===== src/hw/rtl/aprlm_pkg.sv =====
// ----------------------------------------------------------------------------
// aprlm_pkg
// shared types and constants of the audio peak / rms level meter
// ----------------------------------------------------------------------------
package aprlm_pkg;

    localparam int SAMPLE_BITS     = 24;
    localparam int LEVEL_W         = SAMPLE_BITS;
    localparam int FRAME_W         = 48;
    localparam int GAIN_W          = 16;
    localparam int GAIN_FRAC       = 12;
    localparam int CHAN_W          = 2;
    localparam int CFG_DATA_W      = 32;
    localparam int CFG_ADDR_W      = 3;
    localparam int REG_IDX_W       = 1;
    localparam int QUEUE_DEPTH     = 8;
    localparam int MAX_BUFFER_SAMPLES_DEFAULT = 4096;

    localparam logic [CHAN_W-1:0] CHANNEL_COUNT_RESET = 2'd1;
    localparam logic [CHAN_W-1:0] CH_STEREO           = 2'd2;
    localparam logic [GAIN_W-1:0] INPUT_GAIN_RESET    = 16'd4096;

    localparam logic [REG_IDX_W-1:0] REG_CHANNEL_COUNT = 1'b0;
    localparam logic [REG_IDX_W-1:0] REG_INPUT_GAIN    = 1'b1;

    localparam logic OP_SAMPLE   = 1'b0;
    localparam logic OP_READ     = 1'b1;
    localparam logic KIND_UPDATE = 1'b0;
    localparam logic KIND_READ   = 1'b1;

    typedef struct packed {
        logic                          opcode;
        logic signed [SAMPLE_BITS-1:0] sample;
        logic                          last_of_buffer;
    } in_item_t;

    typedef struct packed {
        logic               report_kind;
        logic [LEVEL_W-1:0] current_peak;
        logic [LEVEL_W-1:0] current_rms;
        logic [LEVEL_W-1:0] interval_peak;
        logic [LEVEL_W-1:0] held_peak;
        logic [FRAME_W-1:0] frame_total;
    } report_t;

endpackage


===== src/hw/rtl/aprlm_front.sv =====
// ----------------------------------------------------------------------------
// aprlm_front
// gain pipeline and per-buffer peak / square-sum accumulation; closes and
// read requests are handed to the back end as jobs
// ----------------------------------------------------------------------------
module aprlm_front
    import aprlm_pkg::*;
#(
    parameter int MAX_BUFFER_SAMPLES = MAX_BUFFER_SAMPLES_DEFAULT,
    parameter int CNT_W              = $clog2(MAX_BUFFER_SAMPLES + 1),
    parameter int SUM_W              = 2 * (SAMPLE_BITS - 1) + 1 + CNT_W,
    parameter int JOB_W              = 1 + LEVEL_W + SUM_W + CNT_W,
    parameter int LVL_W              = $clog2(QUEUE_DEPTH + 1)
)
(
    input  logic              clk,
    input  logic              rst_n,
    input  logic              push,
    output logic              full,
    input  in_item_t          item,
    input  logic [GAIN_W-1:0] input_gain,
    input  logic [LVL_W-1:0]  q_level,
    output logic              q_push,
    output logic [JOB_W-1:0]  q_wdata
);

    localparam int SQ_W     = 2 * (SAMPLE_BITS - 1) + 1;
    localparam int PROD_W   = SAMPLE_BITS + GAIN_W;
    localparam int SCALED_W = PROD_W - GAIN_FRAC;
    localparam int OCC_W    = LVL_W + 2;
    localparam logic [PROD_W-1:0]  ROUND_HALF = PROD_W'(1) << (GAIN_FRAC - 1);
    localparam logic [LEVEL_W-1:0] MAG_HALF   = LEVEL_W'(1) << (SAMPLE_BITS - 1);

    logic               va_reg, vb_reg, vc_reg;
    in_item_t           a_item_reg;
    logic               b_op_reg, b_last_reg, c_op_reg, c_last_reg;
    logic [LEVEL_W-1:0] b_mag_reg, c_mag_reg;
    logic [SQ_W-1:0]    c_sq_reg;
    logic [LEVEL_W-1:0] run_peak_reg, run_peak_next;
    logic [SUM_W-1:0]   run_sum_reg, run_sum_next;
    logic [CNT_W-1:0]   run_cnt_reg, run_cnt_next;

    logic [LEVEL_W-1:0]  raw_bits, mag_in, lim;
    logic                neg;
    logic [PROD_W-1:0]   prod;
    logic [SCALED_W-1:0] scaled;
    logic [LEVEL_W-1:0]  gained;
    logic [2*LEVEL_W-1:0] square;
    logic [OCC_W-1:0]    occupancy;
    logic                accept, closing;

    assign occupancy = OCC_W'(q_level) + OCC_W'(va_reg) + OCC_W'(vb_reg) + OCC_W'(vc_reg);
    assign full      = occupancy >= OCC_W'(QUEUE_DEPTH);
    assign accept    = push && !full;

    // gain with rounding and saturation
    always_comb
    begin
        raw_bits = a_item_reg.sample;
        neg      = raw_bits[SAMPLE_BITS-1];
        mag_in   = neg ? (~raw_bits + 1'b1) : raw_bits;
        prod     = PROD_W'(mag_in) * PROD_W'(input_gain) + ROUND_HALF;
        scaled   = prod[PROD_W-1:GAIN_FRAC];
        lim      = neg ? MAG_HALF : MAG_HALF - 1'b1;
        gained   = (scaled > SCALED_W'(lim)) ? lim : scaled[LEVEL_W-1:0];
    end

    assign square = b_mag_reg * b_mag_reg;

    // accumulation and job hand-off
    always_comb
    begin
        run_peak_next = run_peak_reg;
        run_sum_next  = run_sum_reg;
        run_cnt_next  = run_cnt_reg;
        closing       = 1'b0;
        q_push        = 1'b0;
        q_wdata       = '0;
        if (vc_reg)
        begin
            if (c_op_reg == OP_READ)
            begin
                q_push  = 1'b1;
                q_wdata = {KIND_READ, LEVEL_W'(0), SUM_W'(0), CNT_W'(0)};
            end
            else
            begin
                run_peak_next = (c_mag_reg > run_peak_reg) ? c_mag_reg : run_peak_reg;
                run_sum_next  = run_sum_reg + SUM_W'(c_sq_reg);
                run_cnt_next  = run_cnt_reg + 1'b1;
                closing       = c_last_reg || (run_cnt_next == CNT_W'(MAX_BUFFER_SAMPLES));
                if (closing)
                begin
                    q_push        = 1'b1;
                    q_wdata       = {KIND_UPDATE, run_peak_next, run_sum_next, run_cnt_next};
                    run_peak_next = '0;
                    run_sum_next  = '0;
                    run_cnt_next  = '0;
                end
            end
        end
    end

    always_ff @(posedge clk or negedge rst_n)
    begin
        if (!rst_n)
        begin
            va_reg       <= 1'b0;
            vb_reg       <= 1'b0;
            vc_reg       <= 1'b0;
            run_peak_reg <= '0;
            run_sum_reg  <= '0;
            run_cnt_reg  <= '0;
        end
        else
        begin
            va_reg       <= accept;
            vb_reg       <= va_reg;
            vc_reg       <= vb_reg;
            run_peak_reg <= run_peak_next;
            run_sum_reg  <= run_sum_next;
            run_cnt_reg  <= run_cnt_next;
        end
    end

    always_ff @(posedge clk)
    begin
        if (accept)
        begin
            a_item_reg <= item;
        end
        b_op_reg   <= a_item_reg.opcode;
        b_last_reg <= a_item_reg.last_of_buffer;
        b_mag_reg  <= gained;
        c_op_reg   <= b_op_reg;
        c_last_reg <= b_last_reg;
        c_mag_reg  <= b_mag_reg;
        c_sq_reg   <= square[SQ_W-1:0];
    end

endmodule


===== src/hw/rtl/aprlm_queue.sv =====
// ----------------------------------------------------------------------------
// aprlm_queue
// short job queue between the front and back ends
// ----------------------------------------------------------------------------
module aprlm_queue
    import aprlm_pkg::*;
#(
    parameter int DEPTH = QUEUE_DEPTH,
    parameter int WIDTH = 8,
    parameter int LVL_W = $clog2(DEPTH + 1)
)
(
    input  logic             clk,
    input  logic             rst_n,
    input  logic             wr_en,
    input  logic [WIDTH-1:0] wdata,
    input  logic             rd_en,
    output logic [WIDTH-1:0] rdata,
    output logic             empty,
    output logic [LVL_W-1:0] level
);

    localparam int PTR_W = (DEPTH > 1) ? $clog2(DEPTH) : 1;

    logic [WIDTH-1:0] mem [DEPTH];
    logic [WIDTH-1:0] rdata_reg;
    logic [PTR_W-1:0] wr_ptr_reg, rd_ptr_reg, rd_ptr_next;
    logic [LVL_W-1:0] level_reg;
    logic             do_rd;

    assign empty = (level_reg == '0);
    assign level = level_reg;
    assign rdata = rdata_reg;
    assign do_rd = rd_en && !empty;

    always_comb
    begin
        rd_ptr_next = rd_ptr_reg;
        if (do_rd)
        begin
            rd_ptr_next = (rd_ptr_reg == PTR_W'(DEPTH - 1)) ? '0 : rd_ptr_reg + 1'b1;
        end
    end

    always_ff @(posedge clk or negedge rst_n)
    begin
        if (!rst_n)
        begin
            wr_ptr_reg <= '0;
            rd_ptr_reg <= '0;
            level_reg  <= '0;
        end
        else
        begin
            if (wr_en)
            begin
                wr_ptr_reg <= (wr_ptr_reg == PTR_W'(DEPTH - 1)) ? '0 : wr_ptr_reg + 1'b1;
            end
            rd_ptr_reg <= rd_ptr_next;
            if (wr_en && !do_rd)
            begin
                level_reg <= level_reg + 1'b1;
            end
            else if (do_rd && !wr_en)
            begin
                level_reg <= level_reg - 1'b1;
            end
        end
    end

    // head entry kept in a register, new request forwarded when it lands there
    always_ff @(posedge clk)
    begin
        if (wr_en)
        begin
            mem[wr_ptr_reg] <= wdata;
        end
        if (wr_en && (wr_ptr_reg == rd_ptr_next))
        begin
            rdata_reg <= wdata;
        end
        else
        begin
            rdata_reg <= mem[rd_ptr_next];
        end
    end

endmodule


===== src/hw/rtl/aprlm_back.sv =====
// ----------------------------------------------------------------------------
// aprlm_back
// buffer close (serial divide, serial square root, level update) and
// report generation into a one-entry result register
// ----------------------------------------------------------------------------
module aprlm_back
    import aprlm_pkg::*;
#(
    parameter int MAX_BUFFER_SAMPLES = MAX_BUFFER_SAMPLES_DEFAULT,
    parameter int CNT_W              = $clog2(MAX_BUFFER_SAMPLES + 1),
    parameter int SUM_W              = 2 * (SAMPLE_BITS - 1) + 1 + CNT_W,
    parameter int JOB_W              = 1 + LEVEL_W + SUM_W + CNT_W
)
(
    input  logic              clk,
    input  logic              rst_n,
    input  logic              q_empty,
    input  logic [JOB_W-1:0]  q_rdata,
    output logic              q_pop,
    input  logic [CHAN_W-1:0] channel_count,
    output logic              empty,
    input  logic              pop,
    output report_t           result
);

    localparam int RAD_W  = SUM_W + (SUM_W % 2);
    localparam int ROOT_W = RAD_W / 2;
    localparam int SREM_W = ROOT_W + 2;
    localparam int STEP_W = $clog2(SUM_W + 1);

    typedef enum logic [3:0] {
        S_IDLE = 4'b0001,
        S_DIV  = 4'b0010,
        S_SQRT = 4'b0100,
        S_EMIT = 4'b1000
    } back_state_t;

    back_state_t        state_reg;
    logic [STEP_W-1:0]  step_reg;
    logic [SUM_W-1:0]   dq_reg;
    logic [CNT_W-1:0]   drem_reg, divisor_reg;
    logic [RAD_W-1:0]   rad_reg;
    logic [ROOT_W-1:0]  root_reg;
    logic [SREM_W-1:0]  srem_reg;
    logic [LEVEL_W-1:0] job_peak_reg;
    logic [LEVEL_W-1:0] lbp_reg, lbr_reg, psr_reg, hold_reg;
    logic [FRAME_W-1:0] frames_reg;
    logic               out_valid_reg;
    report_t            out_reg;

    logic               job_kind;
    logic [LEVEL_W-1:0] job_peak;
    logic [SUM_W-1:0]   job_sum;
    logic [CNT_W-1:0]   job_cnt;
    logic               slot_free;
    logic               out_load;
    logic [CNT_W:0]     div_sh, div_diff;
    logic               div_ge;
    logic [SREM_W-1:0]  sq_sh, sq_trial;
    logic               sq_ge;
    logic [CNT_W-1:0]   frames;
    report_t            report_now;

    assign {job_kind, job_peak, job_sum, job_cnt} = q_rdata;
    assign slot_free = !out_valid_reg || pop;
    assign empty     = !out_valid_reg;
    assign result    = out_reg;

    assign div_sh   = {drem_reg, dq_reg[SUM_W-1]};
    assign div_diff = div_sh - {1'b0, divisor_reg};
    assign div_ge   = div_sh >= {1'b0, divisor_reg};

    assign sq_sh    = {srem_reg[SREM_W-3:0], rad_reg[RAD_W-1:RAD_W-2]};
    assign sq_trial = {root_reg, 2'b01};
    assign sq_ge    = sq_sh >= sq_trial;

    assign frames = (channel_count == CH_STEREO) ? (divisor_reg >> 1) : divisor_reg;

    always_comb
    begin
        report_now.report_kind   = (state_reg == S_EMIT) ? KIND_UPDATE : KIND_READ;
        report_now.current_peak  = lbp_reg;
        report_now.current_rms   = lbr_reg;
        report_now.interval_peak = (psr_reg != '0) ? psr_reg : lbp_reg;
        report_now.held_peak     = hold_reg;
        report_now.frame_total   = frames_reg;
    end

    always_comb
    begin
        q_pop = 1'b0;
        if (state_reg == S_IDLE && !q_empty)
        begin
            q_pop = (job_kind == KIND_UPDATE) || slot_free;
        end
    end

    assign out_load = ((state_reg == S_IDLE) && q_pop && (job_kind == KIND_READ))
                   || ((state_reg == S_EMIT) && slot_free);

    always_ff @(posedge clk or negedge rst_n)
    begin
        if (!rst_n)
        begin
            state_reg     <= S_IDLE;
            step_reg      <= '0;
            lbp_reg       <= '0;
            lbr_reg       <= '0;
            psr_reg       <= '0;
            hold_reg      <= '0;
            frames_reg    <= '0;
            out_valid_reg <= 1'b0;
        end
        else
        begin
            if (out_load)
            begin
                out_valid_reg <= 1'b1;
            end
            else if (pop)
            begin
                out_valid_reg <= 1'b0;
            end
            unique case (state_reg)
                S_IDLE:
                begin
                    if (q_pop)
                    begin
                        if (job_kind == KIND_READ)
                        begin
                            psr_reg <= '0;
                        end
                        else
                        begin
                            step_reg  <= STEP_W'(SUM_W - 1);
                            state_reg <= S_DIV;
                        end
                    end
                end
                S_DIV:
                begin
                    if (step_reg == '0)
                    begin
                        step_reg  <= STEP_W'(ROOT_W - 1);
                        state_reg <= S_SQRT;
                    end
                    else
                    begin
                        step_reg <= step_reg - 1'b1;
                    end
                end
                S_SQRT:
                begin
                    if (step_reg == '0)
                    begin
                        lbp_reg    <= job_peak_reg;
                        lbr_reg    <= LEVEL_W'({root_reg[ROOT_W-2:0], sq_ge});
                        psr_reg    <= (job_peak_reg > psr_reg) ? job_peak_reg : psr_reg;
                        hold_reg   <= (job_peak_reg > hold_reg) ? job_peak_reg : hold_reg;
                        frames_reg <= frames_reg + FRAME_W'(frames);
                        state_reg  <= S_EMIT;
                    end
                    else
                    begin
                        step_reg <= step_reg - 1'b1;
                    end
                end
                S_EMIT:
                begin
                    if (slot_free)
                    begin
                        state_reg <= S_IDLE;
                    end
                end
                default:
                begin
                    state_reg <= S_IDLE;
                end
            endcase
        end
    end

    always_ff @(posedge clk)
    begin
        if (out_load)
        begin
            out_reg <= report_now;
        end
        unique case (state_reg)
            S_IDLE:
            begin
                if (q_pop)
                begin
                    dq_reg       <= job_sum;
                    divisor_reg  <= job_cnt;
                    job_peak_reg <= job_peak;
                    drem_reg     <= '0;
                end
            end
            S_DIV:
            begin
                drem_reg <= div_ge ? div_diff[CNT_W-1:0] : div_sh[CNT_W-1:0];
                dq_reg   <= {dq_reg[SUM_W-2:0], div_ge};
                if (step_reg == '0)
                begin
                    rad_reg  <= RAD_W'({dq_reg[SUM_W-2:0], div_ge});
                    root_reg <= '0;
                    srem_reg <= '0;
                end
            end
            S_SQRT:
            begin
                srem_reg <= sq_ge ? (sq_sh - sq_trial) : sq_sh;
                root_reg <= {root_reg[ROOT_W-2:0], sq_ge};
                rad_reg  <= {rad_reg[RAD_W-3:0], 2'b00};
            end
            S_EMIT:
            begin
            end
            default:
            begin
            end
        endcase
    end

endmodule


===== src/hw/rtl/audio_peak_rms_level_meter.sv =====
// ----------------------------------------------------------------------------
// audio_peak_rms_level_meter
// gained audio level meter: buffer peak and rms, interval and held peak,
// frame total
// ----------------------------------------------------------------------------
// usage:
//   input queue (push / full, item): audio samples and level read requests
//   result queue (empty / pop, result): one report per closed buffer and per
//   read request, in request order
//   apb port: channel_count at 0x0, input_gain at 0x4, write in access phase
// throughput: samples enter one per cycle through a three-stage gain and
//   square pipeline; full rises while the eight-entry job queue plus the
//   requests in that pipeline could fill it
// back end: a read request passes the gain and square pipeline and the job
//   queue, and its report is loaded into the result register when the back
//   end is idle; a buffer close runs the one-bit-a-cycle divider and the
//   two-bits-a-cycle square root in the back end, one close at a time
// reset: all levels and counts clear, channel_count 1, input_gain 4096
// stall: a report waits in the result register while pop is low; the back
//   end then holds, the job queue fills and full rises
// ----------------------------------------------------------------------------
module audio_peak_rms_level_meter
    import aprlm_pkg::*;
#(
    parameter int MAX_BUFFER_SAMPLES = MAX_BUFFER_SAMPLES_DEFAULT
)
(
    input  logic                  clk,
    input  logic                  rst_n,
    input  logic                  push,
    output logic                  full,
    input  in_item_t              item,
    output logic                  empty,
    input  logic                  pop,
    output report_t               result,
    input  logic                  psel,
    input  logic                  penable,
    input  logic                  pwrite,
    input  logic [CFG_ADDR_W-1:0] paddr,
    input  logic [CFG_DATA_W-1:0] pwdata,
    output logic [CFG_DATA_W-1:0] prdata,
    output logic                  pready
);

    localparam int CNT_W = $clog2(MAX_BUFFER_SAMPLES + 1);
    localparam int SUM_W = 2 * (SAMPLE_BITS - 1) + 1 + CNT_W;
    localparam int JOB_W = 1 + LEVEL_W + SUM_W + CNT_W;
    localparam int LVL_W = $clog2(QUEUE_DEPTH + 1);

    logic [CHAN_W-1:0]    channel_count_reg;
    logic [GAIN_W-1:0]    input_gain_reg;
    logic [REG_IDX_W-1:0] reg_idx;
    logic                 cfg_write;

    logic             q_push, q_pop, q_empty;
    logic [JOB_W-1:0] q_wdata, q_rdata;
    logic [LVL_W-1:0] q_level;

    assign pready    = 1'b1;
    assign reg_idx   = paddr[CFG_ADDR_W-1:2];
    assign cfg_write = psel && penable && pwrite;

    always_comb
    begin
        unique case (reg_idx)
            REG_CHANNEL_COUNT: prdata = CFG_DATA_W'(channel_count_reg);
            REG_INPUT_GAIN:    prdata = CFG_DATA_W'(input_gain_reg);
            default:           prdata = '0;
        endcase
    end

    always_ff @(posedge clk or negedge rst_n)
    begin
        if (!rst_n)
        begin
            channel_count_reg <= CHANNEL_COUNT_RESET;
            input_gain_reg    <= INPUT_GAIN_RESET;
        end
        else if (cfg_write)
        begin
            unique case (reg_idx)
                REG_CHANNEL_COUNT: channel_count_reg <= pwdata[CHAN_W-1:0];
                REG_INPUT_GAIN:    input_gain_reg    <= pwdata[GAIN_W-1:0];
                default:
                begin
                end
            endcase
        end
    end

    aprlm_front #(
        .MAX_BUFFER_SAMPLES (MAX_BUFFER_SAMPLES),
        .CNT_W              (CNT_W),
        .SUM_W              (SUM_W),
        .JOB_W              (JOB_W),
        .LVL_W              (LVL_W)
    ) u_front (
        .clk        (clk),
        .rst_n      (rst_n),
        .push       (push),
        .full       (full),
        .item       (item),
        .input_gain (input_gain_reg),
        .q_level    (q_level),
        .q_push     (q_push),
        .q_wdata    (q_wdata)
    );

    aprlm_queue #(
        .DEPTH (QUEUE_DEPTH),
        .WIDTH (JOB_W),
        .LVL_W (LVL_W)
    ) u_queue (
        .clk   (clk),
        .rst_n (rst_n),
        .wr_en (q_push),
        .wdata (q_wdata),
        .rd_en (q_pop),
        .rdata (q_rdata),
        .empty (q_empty),
        .level (q_level)
    );

    aprlm_back #(
        .MAX_BUFFER_SAMPLES (MAX_BUFFER_SAMPLES),
        .CNT_W              (CNT_W),
        .SUM_W              (SUM_W),
        .JOB_W              (JOB_W)
    ) u_back (
        .clk           (clk),
        .rst_n         (rst_n),
        .q_empty       (q_empty),
        .q_rdata       (q_rdata),
        .q_pop         (q_pop),
        .channel_count (channel_count_reg),
        .empty         (empty),
        .pop           (pop),
        .result        (result)
    );

endmodule

===== config.mk =====
export PLATFORM = sky130hd
export DESIGN_NAME = audio_peak_rms_level_meter
export DESIGN_NICKNAME = d
export VERILOG_FILES = /design/src/hw/rtl/aprlm_pkg.sv /design/src/hw/rtl/aprlm_front.sv /design/src/hw/rtl/aprlm_queue.sv /design/src/hw/rtl/aprlm_back.sv /design/src/hw/rtl/audio_peak_rms_level_meter.sv
export SDC_FILE = /design/constraint.sdc
export NUM_CORES = 2
export LEC_CHECK = 0
export ABC_AREA = 1
export BUFFER_PORTS_ARGS = -buffer_cell sky130_fd_sc_hd__buf_2
export CAP_MARGIN = 20
export CORE_UTILIZATION = 45
export DETAILED_ROUTE_END_ITERATION = 8
export GPL_ROUTABILITY_DRIVEN = 0
export PLACE_DENSITY = 0.64
export SYNTH_ARGS = -nofsm -noshare
export SYNTH_HDL_FRONTEND = slang
export SYNTH_SLANG_ARGS = --single-unit

===== constraint.sdc =====
create_clock -name clk -period 11.5 [get_ports clk]
set_input_delay 1.15 -clock clk [delete_from_list [all_inputs] [get_ports clk]]
set_output_delay 1.15 -clock clk [all_outputs]
set_load 0.02 [all_outputs]

==> impl_metrics.tcl <==
set metrics [dict create \
    path_max_fanout 24 \
    crit_type "reg -> reg" \
    hold_path.class "in -> async" \
    finalCritPeriodShare 0.872 \
    skew_ns 0.0522 \
    yosysWarnings 0 \
    clk-insertion-delay-late_ns 0.84 \
    cp-end-kind "register" \
    die-width_um 471 \
    cp_slowest_cell "fa_1" \
    status "complete, no violations" \
    synth.distinct_cells 62 \
    first_pass_iters 6 \
    numCtsBuffers 163 \
    max_stage_delay_ns 0.57 \
    postCtsResizedCells 0 \
    drive_above_1_share 0.0628 \
    wl_per_cell_um 18.7 \
    dp_hpwl_um 175000 \
    num_vias 72400 \
    vias_per_cell 5.35 \
    tns_ns 0 \
    core_area_um2 218000 \
    ant_nets 0 \
    finalSetupViolations 0 \
    syn_area_um2 99100 \
    gr-usage-all-layers 0.228 \
    fillers 19700 \
    yosys_register_bits 1568 \
    top_register "u_queue.mem" \
    synthCells 10400 \
    post_cts_buffers 0 \
    syn_area_per_cell_um2 9.51 \
    path_clk_slew_ns 0.06 \
    fin_nets 11800 \
    grt_overflow_total 0 \
    wirelength_um 252000 \
    grt_first_pass_wirelength_um 401000 \
    final_cell_mix "nand2_1, inv_1, edfxtp_1" \
    crit_top_cell "nand2_1" \
    layout_commonest_cell "nand2_1" \
    grt_max_degree 215 \
    finalHoldViolCount 0 \
    rsz0062_at_grt "false" \
    synth_ff_type "edfxtp_1" \
    cts_tree "yes" \
    ctsHoldBuffers 0 \
    fin_crit_ns 10.02 \
    synth_edf_count 1185 \
    cap_violations 0 \
    pin_count 248 \
    largest_reg_flops 784 \
    cp.required_ns 12.19 \
    max_slew_margin 0.221 \
    drc 0 \
    worstMarginPinSlew_ns 1.17 \
    antenna_found_initial 8 \
    clock-sinks 1568 \
    first_iter_violations 6239 \
    cts-root-to-sink-buffers 3 \
    arrival_ns 10.71 \
    synthToLayoutAreaGrowth_pct 9.81 \
    portBuffers 212 \
    cts_htree_levels 4 \
    grt_pass1_vias 72700 \
    die_area_um2 222000 \
    max_freq_ghz 0.0998 \
    root_buffer "clkbuf_16" \
    die_y_um 471 \
    start_util 0.455 \
    seq_area_frac_synth 0.451 \
    fp-row-count 171 \
    async_flop_share 0.180 \
    drv_slew 0 \
    start_kind "register" \
]
[metal layers]
metal  part of all wire  global-route usage
met3              0.070              0.0322
met4              0.032              0.0747
met2               0.47               0.380
met5           0.000055                   0
met1               0.42               0.305
[worst max-delay path, delay by kind of cell, from the launching register on]
kind,cells,cell delay (ns)
buffers and inverters,12,1.57
flip-flops,1,0.36
adder cells (fa/ha/maj),8,3.86
AND/OR/NAND/NOR,30,4.08
[synthesized netlist by cell type (all sizes together), types with 16 or more instances]
cell | number | area share
dfrtp | 280 | 0.071
o211ai | 19 | 0.0014
fa | 732 | 0.15
a21oi | 346 | 0.017
nor4 | 24 | 0.0015
o221ai | 110 | 0.0097
xor2 | 120 | 0.011
a31oi | 56 | 0.0035
o21ai | 802 | 0.041
ha | 516 | 0.065
nand3 | 314 | 0.016
or2 | 22 | 0.0014
nand2 | 2078 | 0.079
buf | 71 | 0.0043
a21o | 30 | 0.0023
xnor2 | 71 | 0.0064
nor3 | 68 | 0.0039
nor2 | 1207 | 0.046
clkbuf | 314 | 0.012
inv | 1737 | 0.066
o22ai | 58 | 0.0037
edfxtp | 1185 | 0.36
nand4 | 50 | 0.0032
dfxtp | 100 | 0.020
o21bai | 21 | 0.0016
o21a | 16 | 0.0012
[per-stage QoR]
step                      worst slack (ns)  cell area [um2]  hold slack (ns)   util  instances
after floorplan                       2.51            99100            0.310      -      10400
after global placement                1.74           103000            0.314  0.473      13200
after detailed placement              1.65           103000            0.312  0.473      13200
after CTS                             1.61           109000            0.301  0.499      13500
after global routing                 0.758           109000            0.330  0.499      13500
final                                 1.48           109000            0.326  0.499      13500
[cell families (layout without fill, tap and decap cells)]
| logic type | count (synthesis) | count (layout) | synth area share |
|---|---|---|---|
| DFF | 1568 | 1568 | 0.451 |
| buffers and inverters | 2131 | 2359 | 0.0824 |
| and+or+nand+nor | 3800 | 3800 | 0.154 |
| muxes | 1 | 1 | 0.000114 |
| AOI/OAI and AO/OA | 1475 | 1475 | 0.0828 |
| adders and majority gates | 1248 | 1248 | 0.213 |
| other | 2 | 23 | 0.0000758 |
| xor gates and xnor gates | 191 | 191 | 0.0170 |
[final cells by class]
| type | instances | area (um2) | share of cell area |
|---|---|---|---|
| Antenna cell | 6 | 15.0 | 0.000138 |
| Clock inverter | 90 | 1130 | 0.0104 |
| Inverter | 1746 | 6580 | 0.0605 |
| Tap cell | 2854 | 3570 | 0.0328 |
| Sequential cell | 1568 | 44700 | 0.411 |
| Clock buffer | 217 | 4530 | 0.0416 |
| Timing Repair Buffer | 306 | 1850 | 0.0170 |
| Multi-Input combinational cell | 6732 | 46500 | 0.427 |
[path summary, 6_finish.rpt]
path	from	to	slack, ns	cells past startpoint
worst max-delay path	u_front.raw_bits[0]	u_front.b_mag_reg[19]	1.48	50
worst min-delay path	rst_n	u_back.lbp_reg[12]	0.33	1
worst max register to register	u_front.raw_bits[0]	u_front.b_mag_reg[19]	1.48	50
worst min register to register	u_front.b_last_reg	u_front.c_last_reg	0.33	0
max in group asynchronous	rst_n	u_front.run_sum_reg[9]	9.65	2
min in group clk	u_front.b_last_reg	u_front.c_last_reg	0.33	0
Power is left out: the tool's default activity adds up to more than one toggle a clock period on the data nets, which glitch-free logic cannot reach.
